--- src/rtl/core/mqc_pkg.sv ---
// ----------------------------------------------------------------------------
// mqc_pkg
// Shared types and constants of the MLD query classifier.
// ----------------------------------------------------------------------------
package mqc_pkg;

  localparam int unsigned OFFSET_BITS = 16;
  localparam logic [OFFSET_BITS-1:0] OFFSET_MAX = '1;
  localparam logic [OFFSET_BITS-1:0] FIXED_HDR_BYTES = OFFSET_BITS'(40);
  localparam int unsigned EXT_UNIT_SHIFT = 3;

  localparam logic [7:0] NH_HOP_BY_HOP   = 8'd0;
  localparam logic [7:0] NH_ROUTING      = 8'd43;
  localparam logic [7:0] NH_FRAGMENT     = 8'd44;
  localparam logic [7:0] NH_DEST_OPTIONS = 8'd60;
  localparam logic [7:0] NH_ICMPV6       = 8'd58;

  localparam int unsigned CFG_IDX_BITS  = 3;
  localparam int unsigned CFG_DATA_BITS = 64;

  localparam logic [63:0] DEST_HIGH_RST  = 64'hff02_0000_0000_0000;
  localparam logic [63:0] DEST_LOW_RST   = 64'h0000_0000_0000_0001;
  localparam logic [15:0] V1_SIZE_RST    = 16'd24;
  localparam logic [15:0] V2_MIN_RST     = 16'd28;
  localparam logic [7:0]  QUERY_TYPE_RST = 8'd130;

  typedef enum logic [CFG_IDX_BITS-1:0] {
    CFG_DEST_ADDR_HIGH    = 3'd0,
    CFG_DEST_ADDR_LOW     = 3'd1,
    CFG_V1_QUERY_SIZE     = 3'd2,
    CFG_V2_MIN_QUERY_SIZE = 3'd3,
    CFG_QUERY_TYPE_CODE   = 3'd4,
    CFG_FAMILY_IS_IPV6    = 3'd5
  } cfg_idx_e;

  typedef enum logic [1:0] {
    VERDICT_NONE  = 2'd0,
    VERDICT_MLDV1 = 2'd1,
    VERDICT_MLDV2 = 2'd2
  } verdict_e;

  typedef struct packed {
    logic [7:0] packet_byte;
    logic       first_byte;
    logic       last_byte;
  } in_item_t;

  typedef struct packed {
    verdict_e    verdict;
    logic [15:0] query_length;
  } out_item_t;

  typedef struct packed {
    logic [63:0] dest_addr_high;
    logic [63:0] dest_addr_low;
    logic [15:0] v1_query_size;
    logic [15:0] v2_min_query_size;
    logic [7:0]  query_type_code;
    logic        family_is_ipv6;
  } cfg_t;

  typedef struct packed {
    logic     valid;
    in_item_t item;
  } byte_beat_t;

  typedef struct packed {
    logic      valid;
    out_item_t item;
  } result_beat_t;

endpackage

--- src/rtl/core/mqc_cfg_regs.sv ---
// ----------------------------------------------------------------------------
// mqc_cfg_regs
// Configuration register file, written through a plain indexed write port.
// ----------------------------------------------------------------------------
module mqc_cfg_regs import mqc_pkg::*; (
  input  logic                     clk_i,
  input  logic                     rst_ni,
  input  logic                     cfg_we_i,
  input  logic [CFG_IDX_BITS-1:0]  cfg_idx_i,
  input  logic [CFG_DATA_BITS-1:0] cfg_wdata_i,
  output cfg_t                     cfg_o
);

  cfg_t cfg_q, cfg_d;

  always_comb begin
    cfg_d = cfg_q;
    if (cfg_we_i) begin
      unique case (cfg_idx_e'(cfg_idx_i))
        CFG_DEST_ADDR_HIGH:    cfg_d.dest_addr_high    = cfg_wdata_i;
        CFG_DEST_ADDR_LOW:     cfg_d.dest_addr_low     = cfg_wdata_i;
        CFG_V1_QUERY_SIZE:     cfg_d.v1_query_size     = cfg_wdata_i[15:0];
        CFG_V2_MIN_QUERY_SIZE: cfg_d.v2_min_query_size = cfg_wdata_i[15:0];
        CFG_QUERY_TYPE_CODE:   cfg_d.query_type_code   = cfg_wdata_i[7:0];
        CFG_FAMILY_IS_IPV6:    cfg_d.family_is_ipv6    = cfg_wdata_i[0];
        default: ;
      endcase
    end
  end

  always_ff @(posedge clk_i or negedge rst_ni) begin
    if (!rst_ni) begin
      cfg_q.dest_addr_high    <= DEST_HIGH_RST;
      cfg_q.dest_addr_low     <= DEST_LOW_RST;
      cfg_q.v1_query_size     <= V1_SIZE_RST;
      cfg_q.v2_min_query_size <= V2_MIN_RST;
      cfg_q.query_type_code   <= QUERY_TYPE_RST;
      cfg_q.family_is_ipv6    <= 1'b1;
    end else begin
      cfg_q <= cfg_d;
    end
  end

  assign cfg_o = cfg_q;

endmodule

--- src/rtl/core/mqc_input_stage.sv ---
// ----------------------------------------------------------------------------
// mqc_input_stage
// Input register for one packet byte beat.
// ----------------------------------------------------------------------------
module mqc_input_stage import mqc_pkg::*; (
  input  logic       clk_i,
  input  logic       rst_ni,
  input  logic       in_valid_i,
  output logic       in_ready_o,
  input  in_item_t   in_data_i,
  output byte_beat_t beat_o,
  input  logic       take_i
);

  logic     valid_q, valid_d;
  in_item_t item_q;
  logic     load;

  assign in_ready_o = !valid_q || take_i;
  assign load       = in_valid_i && in_ready_o;
  assign valid_d    = load || (valid_q && !take_i);

  always_ff @(posedge clk_i or negedge rst_ni) begin
    if (!rst_ni) begin
      valid_q <= 1'b0;
    end else begin
      valid_q <= valid_d;
    end
  end

  always_ff @(posedge clk_i) begin
    if (load) begin
      item_q <= in_data_i;
    end
  end

  assign beat_o.valid = valid_q;
  assign beat_o.item  = item_q;

endmodule

--- src/rtl/core/mqc_parser.sv ---
// ----------------------------------------------------------------------------
// mqc_parser
// Per-byte header walk: payload length, address compare, extension chain
// and query classification, with the verdict issued on the last byte.
// ----------------------------------------------------------------------------
module mqc_parser import mqc_pkg::*; (
  input  logic         clk_i,
  input  logic         rst_ni,
  input  cfg_t         cfg_i,
  input  byte_beat_t   beat_i,
  output logic         take_o,
  input  logic         out_free_i,
  output result_beat_t result_o
);

  typedef struct packed {
    logic [OFFSET_BITS-1:0] byte_offset;
    logic [15:0]            payload_length;
    logic [7:0]             pending_next_header;
    logic [OFFSET_BITS-1:0] header_start;
    logic                   address_matches;
    logic                   walk_done;
    verdict_e               held_verdict;
    logic [15:0]            held_length;
    logic                   length_byte_next;
  } walk_state_t;

  localparam walk_state_t START_STATE = '{
    byte_offset:         '0,
    payload_length:      '0,
    pending_next_header: '0,
    header_start:        FIXED_HDR_BYTES,
    address_matches:     1'b1,
    walk_done:           1'b0,
    held_verdict:        VERDICT_NONE,
    held_length:         '0,
    length_byte_next:    1'b0
  };

  walk_state_t            st_q, st_d, cur, nx;
  logic [15:0][7:0]       addr_bytes;
  logic [3:0]             addr_idx;
  logic [7:0]             b;
  logic [OFFSET_BITS:0]   next_start;
  logic [16:0]            ext_bytes;
  logic [16:0]            query_diff;
  logic                   is_ext;
  logic                   fire;
  out_item_t              res;

  assign b          = beat_i.item.packet_byte;
  assign take_o     = beat_i.valid && (!beat_i.item.last_byte || out_free_i);
  assign fire       = take_o;
  assign addr_bytes = {cfg_i.dest_addr_high, cfg_i.dest_addr_low};

  always_comb begin
    cur        = beat_i.item.first_byte ? START_STATE : st_q;
    nx         = cur;
    addr_idx   = 4'(cur.byte_offset - OFFSET_BITS'(24));
    next_start = (OFFSET_BITS+1)'(cur.header_start) +
                 (((OFFSET_BITS+1)'(b) + (OFFSET_BITS+1)'(1)) << EXT_UNIT_SHIFT);
    ext_bytes  = '0;
    query_diff = '0;
    is_ext     = 1'b0;

    if (cur.byte_offset == OFFSET_BITS'(4)) begin
      nx.payload_length[15:8] = b;
    end else if (cur.byte_offset == OFFSET_BITS'(5)) begin
      nx.payload_length[7:0] = b;
    end else if (cur.byte_offset == OFFSET_BITS'(6)) begin
      nx.pending_next_header = b;
    end else if (cur.byte_offset >= OFFSET_BITS'(24) &&
                 cur.byte_offset < OFFSET_BITS'(40)) begin
      if (b != addr_bytes[4'd15 - addr_idx]) begin
        nx.address_matches = 1'b0;
      end
    end

    is_ext = nx.pending_next_header == NH_HOP_BY_HOP   ||
             nx.pending_next_header == NH_ROUTING      ||
             nx.pending_next_header == NH_FRAGMENT     ||
             nx.pending_next_header == NH_DEST_OPTIONS;

    if (!cur.walk_done) begin
      if (cur.length_byte_next) begin
        if ((OFFSET_BITS+1)'(cur.byte_offset) ==
            (OFFSET_BITS+1)'(cur.header_start) + (OFFSET_BITS+1)'(1)) begin
          nx.length_byte_next = 1'b0;
          if (next_start >= (OFFSET_BITS+1)'(OFFSET_MAX)) begin
            nx.walk_done = 1'b1;
          end else begin
            nx.header_start = next_start[OFFSET_BITS-1:0];
          end
        end
      end else if (cur.byte_offset == cur.header_start) begin
        if (nx.pending_next_header == NH_ICMPV6) begin
          ext_bytes    = 17'(cur.header_start) - 17'(FIXED_HDR_BYTES);
          query_diff   = {1'b0, nx.payload_length} - ext_bytes;
          nx.walk_done = 1'b1;
          if (!query_diff[16]) begin
            nx.held_length = query_diff[15:0];
            if (nx.address_matches && b == cfg_i.query_type_code) begin
              if (query_diff[15:0] == cfg_i.v1_query_size) begin
                nx.held_verdict = VERDICT_MLDV1;
              end else if (query_diff[15:0] >= cfg_i.v2_min_query_size) begin
                nx.held_verdict = VERDICT_MLDV2;
              end
            end
          end
        end else if (is_ext) begin
          nx.pending_next_header = b;
          nx.length_byte_next    = 1'b1;
        end else begin
          nx.walk_done = 1'b1;
        end
      end
    end

    if (cur.byte_offset != OFFSET_MAX) begin
      nx.byte_offset = cur.byte_offset + OFFSET_BITS'(1);
    end

    if (cfg_i.family_is_ipv6 && nx.walk_done) begin
      res.verdict      = nx.held_verdict;
      res.query_length = nx.held_length;
    end else begin
      res.verdict      = VERDICT_NONE;
      res.query_length = '0;
    end

    st_d = st_q;
    if (fire) begin
      st_d = beat_i.item.last_byte ? START_STATE : nx;
    end
  end

  always_ff @(posedge clk_i or negedge rst_ni) begin
    if (!rst_ni) begin
      st_q <= START_STATE;
    end else begin
      st_q <= st_d;
    end
  end

  assign result_o.valid = fire && beat_i.item.last_byte;
  assign result_o.item  = res;

  a_hdr_start_floor: assert property (@(posedge clk_i) disable iff (!rst_ni)
    st_q.header_start >= FIXED_HDR_BYTES)
    else $error("header start below fixed header");

  a_hdr_start_ceiling: assert property (@(posedge clk_i) disable iff (!rst_ni)
    st_q.header_start < OFFSET_MAX)
    else $error("header start reached saturated offset");

  a_verdict_needs_walk: assert property (@(posedge clk_i) disable iff (!rst_ni)
    st_q.held_verdict != VERDICT_NONE |-> st_q.walk_done && st_q.address_matches)
    else $error("verdict held without finished walk or address match");

  a_result_only_when_free: assert property (@(posedge clk_i) disable iff (!rst_ni)
    result_o.valid |-> out_free_i)
    else $error("result issued while output register busy");

endmodule

--- src/rtl/core/mqc_output_stage.sv ---
// ----------------------------------------------------------------------------
// mqc_output_stage
// Result register holding one verdict beat until the consumer takes it.
// ----------------------------------------------------------------------------
module mqc_output_stage import mqc_pkg::*; (
  input  logic         clk_i,
  input  logic         rst_ni,
  input  result_beat_t result_i,
  output logic         free_o,
  output logic         out_valid_o,
  input  logic         out_ready_i,
  output out_item_t    out_data_o
);

  logic      valid_q, valid_d;
  out_item_t data_q;

  assign free_o  = !valid_q || out_ready_i;
  assign valid_d = result_i.valid || (valid_q && !out_ready_i);

  always_ff @(posedge clk_i or negedge rst_ni) begin
    if (!rst_ni) begin
      valid_q <= 1'b0;
    end else begin
      valid_q <= valid_d;
    end
  end

  always_ff @(posedge clk_i) begin
    if (result_i.valid) begin
      data_q <= result_i.item;
    end
  end

  assign out_valid_o = valid_q;
  assign out_data_o  = data_q;

endmodule

--- src/rtl/core/mld_query_classifier_unit.sv ---
// ----------------------------------------------------------------------------
// mld_query_classifier_unit
// Classifies IPv6 packets, fed one byte per beat, as MLDv1 or MLDv2 listener
// queries.
// ----------------------------------------------------------------------------
// The block takes one packet byte per clock while it is not held back and
// gives one verdict beat for each byte marked last. A byte passes through
// the input register and the combinational header-walk logic; the verdict
// of a last byte then passes through the result register. With no hold-back
// the sustained rate is one byte per cycle. Input is held back only when a
// last byte reaches the walk logic while the previous verdict still sits
// untaken in the result register. Configuration is written through an
// indexed write port, is registered, and takes effect on the next byte.
// ----------------------------------------------------------------------------
module mld_query_classifier_unit import mqc_pkg::*; (
  input  logic                     clk_i,
  input  logic                     rst_ni,
  input  logic                     in_valid_i,
  output logic                     in_ready_o,
  input  in_item_t                 in_data_i,
  output logic                     out_valid_o,
  input  logic                     out_ready_i,
  output out_item_t                out_data_o,
  input  logic                     cfg_we_i,
  input  logic [CFG_IDX_BITS-1:0]  cfg_idx_i,
  input  logic [CFG_DATA_BITS-1:0] cfg_wdata_i
);

  cfg_t         cfg;
  byte_beat_t   beat;
  result_beat_t result;
  logic         take;
  logic         out_free;

  mqc_cfg_regs u_cfg_regs (
    .clk_i       (clk_i),
    .rst_ni      (rst_ni),
    .cfg_we_i    (cfg_we_i),
    .cfg_idx_i   (cfg_idx_i),
    .cfg_wdata_i (cfg_wdata_i),
    .cfg_o       (cfg)
  );

  mqc_input_stage u_input_stage (
    .clk_i      (clk_i),
    .rst_ni     (rst_ni),
    .in_valid_i (in_valid_i),
    .in_ready_o (in_ready_o),
    .in_data_i  (in_data_i),
    .beat_o     (beat),
    .take_i     (take)
  );

  mqc_parser u_parser (
    .clk_i      (clk_i),
    .rst_ni     (rst_ni),
    .cfg_i      (cfg),
    .beat_i     (beat),
    .take_o     (take),
    .out_free_i (out_free),
    .result_o   (result)
  );

  mqc_output_stage u_output_stage (
    .clk_i       (clk_i),
    .rst_ni      (rst_ni),
    .result_i    (result),
    .free_o      (out_free),
    .out_valid_o (out_valid_o),
    .out_ready_i (out_ready_i),
    .out_data_o  (out_data_o)
  );

endmodule
--- config.mk ---
export PLATFORM = sky130hd
export DESIGN_NAME = mld_query_classifier_unit
export DESIGN_NICKNAME = d
export VERILOG_FILES = /design/src/rtl/core/mqc_pkg.sv /design/src/rtl/core/mqc_cfg_regs.sv /design/src/rtl/core/mqc_input_stage.sv /design/src/rtl/core/mqc_parser.sv /design/src/rtl/core/mqc_output_stage.sv /design/src/rtl/core/mld_query_classifier_unit.sv
export SDC_FILE = /design/constraint.sdc
export NUM_CORES = 1
export LEC_CHECK = 0
export ABC_CLOCK_PERIOD_IN_PS = 8400
export BUFFER_PORTS_ARGS = -buffer_cell sky130_fd_sc_hd__buf_2
export CAP_MARGIN = 10
export CORE_MARGIN = 2
export CORE_UTILIZATION = 62
export CTS_BUF_LIST = sky130_fd_sc_hd__clkbuf_4
export DETAILED_ROUTE_END_ITERATION = 10
export GPL_TIMING_DRIVEN = 0
export PLACE_DENSITY_LB_ADDON = 0.05
export SYNTH_ARGS = -nofsm -noshare
export SYNTH_HDL_FRONTEND = slang
export SYNTH_SLANG_ARGS = --single-unit
--- constraint.sdc ---
create_clock -name clk_i -period 8.4 [get_ports clk_i]
set_input_delay 0.84 -clock clk_i [delete_from_list [all_inputs] [get_ports clk_i]]
set_output_delay 0.84 -clock clk_i [all_outputs]
set_load 0.01 [all_outputs]
==> summary.txt <==
Routing
  • Initial drt markers: 1,399
  • Total Wirelength: 47.7 mm
  • Number of detailed-routing iterations run before antenna repair: 8
  • Final routed DRC violation total: 0
  • Overall via count from detail_route: 13,300
  • Vias per Instance: 6.35
  • Detailed-route wire length per cell: 22.9 µm
  • Count of nets left with antenna violations after detail routing: 0

Cells and area
  • Nets: 1,835
  • Final Instance Count excl. Fillers: 2,087
  • Count of filler cells inserted in the layout: 1,906
  • Layout cell share with drive strength beyond 1: 27.3%
  • Signed area change from the synthesized netlist to the final layout: 12.9%

Placed design
  • Final HPWL DP: 34.7 mm
  • Placer's final routability congestion estimate: 0.957
  • Cell total after placement: 1,946
  • Count of buffers from port buffering: 101

Setup path
  • Worst reg2reg path depth: 23
  • Startpoint kind of the worst setup timing path: flip-flop
  • Start point of the critical path: u_input_stage.beat_o[1]
  • Data arrival time of the critical path: 8.38 ns
  • Reg2reg setup slack: 0.54 ns
  • Startpoint of the worst-slack reg-to-reg timing path: u_input_stage.beat_o[1]
  • Maximum fanout count along the critical path: 11
  • Required time worst endpoint: 8.91 ns
  • Worst setup EP type: flip-flop
  • Type of the worst setup path: reg -> reg

Timing
  • Maximum frequency from static timing analysis: 0.127 GHz
  • Number of pins exceeding their max-slew limit in the final report: 0
  • Worst Max-Slew Pin Slew: 1.11 ns
  • Worst hold margin: 0.0403 ns
  • Count of endpoints failing hold in the final timing report: 0
  • Final Critical Period: 7.86 ns
  • Setup tns final: 0 ns
  • Final Setup Violations: 0
  • Final Skew: 0.0407 ns
  • Unrepaired setup endpoints after global routing: no
  • Final period util: 93.6%
  • Max-slew headroom: 25.5%

Logic synthesis
  • Syn_area_per_cell: 10.5 µm²
  • Syn. warnings: 0
  • Most area-consuming cells after synthesis: dfrtp_1 36%, mux2_2 13%, edfxtp_1 5.3%
  • Complex-gate fraction of the synthesized area: 14.1%
  • Sequential fraction of the synthesis area: 44.4%
  • Nets in the synthesized netlist: 1,655
  • Proportion of register bits with asynchronous set or reset after synthesis: 89.9%
  • Synthesized netlist cell count: 1,513
  • Share of synthesized area spent on multiplexers: 14.7%
  • Post-synth top flop: dfrtp_1
  • EDFF count, synth: 28
  • Share of the synthesized netlist area taken by xor and xnor gates: 4.76%
  • Largest area contributor in the netlist: dfrtp_1
  • Total of flip-flops plus latches after synthesis: 276
  • Number of distinct library cells after synthesis: 87
  • Post-Synthesis Cell Area: 15,900 µm²
  • Adder-cell share of the synthesized area: 4.80%
  • Synthesized-area fraction occupied by and/or/nand/nor cells: 13.8%
  • Combinational family with the most area after synthesis: multiplexers
  • Share of the synthesized area in the top cell type: 35.6%

Floorplan
  • Horizontal die dimension: 164 µm
  • Boundary Pins: 102
  • Overall die area: 27,000 µm²
  • Floorplan core area: 25,200 µm²
  • Floorplan row count: 58
  • Die height: 164 µm
  • Starting density of the core: 63.3%

Clock tree
  • Number of buffers on the longest clock path: 3
  • Clock sink count: 276
  • Number of buffers inserted during clock tree synthesis: 75
  • Number of buffers inserted by hold repair at cts: 0
  • Depth of the CTS H-tree: 3
  • Reg clk slew, reported paths: 0.07 ns
  • Clock latency on the worst-skew pair: 0.73 ns
  • TritonCTS clock tree: built
  • Clock root buffer master: clkbuf_4

Global routing
  • Residual overflow from global routing: 0
  • Number of antenna violations at the first check in global routing: 1
  • Total Routing Usage GR: 35.8%
  • Largest net degree at the start of global routing: 107
  • Global-route wire length before repair: 73.1 mm
  • Number of global-route vias before repair: 13,100

Power
  • Lkg Pwr: 7.76 nW
  • Maximum VDD drop: 177 µV
  • Cell Pwr Density: 200 nW/µm²

Run
  • Max-cap violations: 0

Run status
  • Status: finished, final reports clean

Worst hold path
  • Class of the tightest hold or removal check: in -> async
[synthesized netlist by cell type (all sizes together) (20+ instances only)]
library cell    n
dfstp          21
nor2           66
dfrtp         227
nor3b          26
edfxtp         28
buf            20
nand3          33
nor2b          29
nand2         123
a21oi          77
xor2           45
ha             58
mux2          181
inv            54
o21ai          94
clkbuf         68
xnor2          31
nor3           25
nand2b         20
a22o           37
[layer usage]
metal / track usage (%) / wire length (µm)
met5: 0 / 0
met4: 17.1 / 2050
met3: 7.21 / 3910
met2: 57.0 / 22200
met1: 47.1 / 19600
[per-stage QoR]
step           setup slack (ns)  power, mW  utilization, %  cell area (µm²)
6_report                  0.536       3.60            71.5            18000
5_1_grt                  0.0599       3.76            71.5            18000
4_1_cts                   0.334       3.61            71.4            18000
3_5_place_dp             -0.273       2.30            67.2            16900
3_3_place_gp             -0.302       2.27            67.0            16900
2_1_floorplan              2.00       2.07               -            15900
[cell families (layout without fill, tap and decap cells)]
kind of cell / count (synthesis) / in the layout
buffers and inverters: 142 / 385
flip-flops: 276 / 276
adder cells (fa/ha/maj): 60 / 60
other: 0 / 1
multiplexers: 202 / 202
XOR/XNOR: 80 / 80
AND/OR/NAND/NOR: 417 / 417
AO/OA/AOI/OAI: 336 / 336
[placed cells by master (no fill, tap or decap), types with 11 or more instances in the layout]
cell and count:
mux2i_1 14, nor4_1 17, nor2_1 66, nor3_1 25, nand2_1 122, clkbuf_1 65, ha_1 58, o221ai_1 11
and2_1 19, inv_1 53, dfstp_2 21, mux2_2 180, xor2_1 45, buf_2 107, a22o_1 37, xnor2_1 31
nor2b_1 29, nand2b_1 20, a21o_1 14, edfxtp_1 28, clkbuf_4 125, nand3_1 32, nand4_1 15, o21ai_0 81
dfrtp_1 227, a21oi_1 77, nor3b_1 26, o21ai_1 11
[cell type report]
cell class	count	area (µm²)	area share, %
Antenna cell	1	2.50	0.0139
Buffer	86	349	1.94
Clock buffer	124	931	5.17
Clock inverter	16	119	0.660
Inverter	54	203	1.13
Multi-Input combinational cell	1095	8320	46.2
Sequential cell	276	7070	39.3
Tap cell	330	413	2.29
Timing Repair Buffer	105	586	3.25
[flip-flops by register name (all words and copies together) (netlist names)]
| name | flops |
|---|---|
| u_cfg_regs.cfg_o | 169 |
| u_input_stage.beat_o | 10 |
| u_input_stage.valid_q | 1 |
| u_output_stage.out_data_o | 18 |
| u_output_stage.out_valid_o | 1 |
| u_parser.st_q | 77 |
[path summary, 6_finish.rpt]
path / endpoint
worst max-delay path: u_output_stage.out_data_o[16]
worst min-delay path: u_parser.st_q[13]
worst max register to register: u_output_stage.out_data_o[16]
worst min register to register: u_parser.st_q[48]
max in group asynchronous: u_parser.st_q[22]
min in group clk_i: u_input_stage.beat_o[3]
[repair_timing]
action / in CTS / in global routing
resized for setup: 1 / 2
setup endpoints to repair: 4 / 4
buffers inserted: 0 / 1
[worst max-delay path: stages (launching register included)]
cell and delay, ns:
edfxtp_1 0.61, inv_2 0.30, clkbuf_1 0.48, clkbuf_1 0.58, buf_1 0.59, nand2_1 0.33
ha_1 0.37, ha_1 0.23, fa_1 0.41, a211o_1 0.32, a21o_1 0.18, a31oi_1 0.46
o21ai_0 0.30, or2_2 0.36, a21oi_1 0.18, xnor2_1 0.30, ha_1 0.36, a21o_1 0.16
a21o_1 0.17, a21oi_1 0.15, o221ai_1 0.21, nand3b_1 0.20, nand3_1 0.09, a21oi_1 0.32
[report_power, final]
| part | leakage (nW) | switching, mW | internal [mW] | total, mW |
|---|---|---|---|---|
| Clock | 0.625 | 0.604 | 0.705 | 1.31 |
| Combinational | 3.78 | 0.329 | 0.302 | 0.630 |
| Sequential | 3.36 | 0.111 | 1.55 | 1.66 |
No activity file was read; power rests on OpenSTA's default activity.
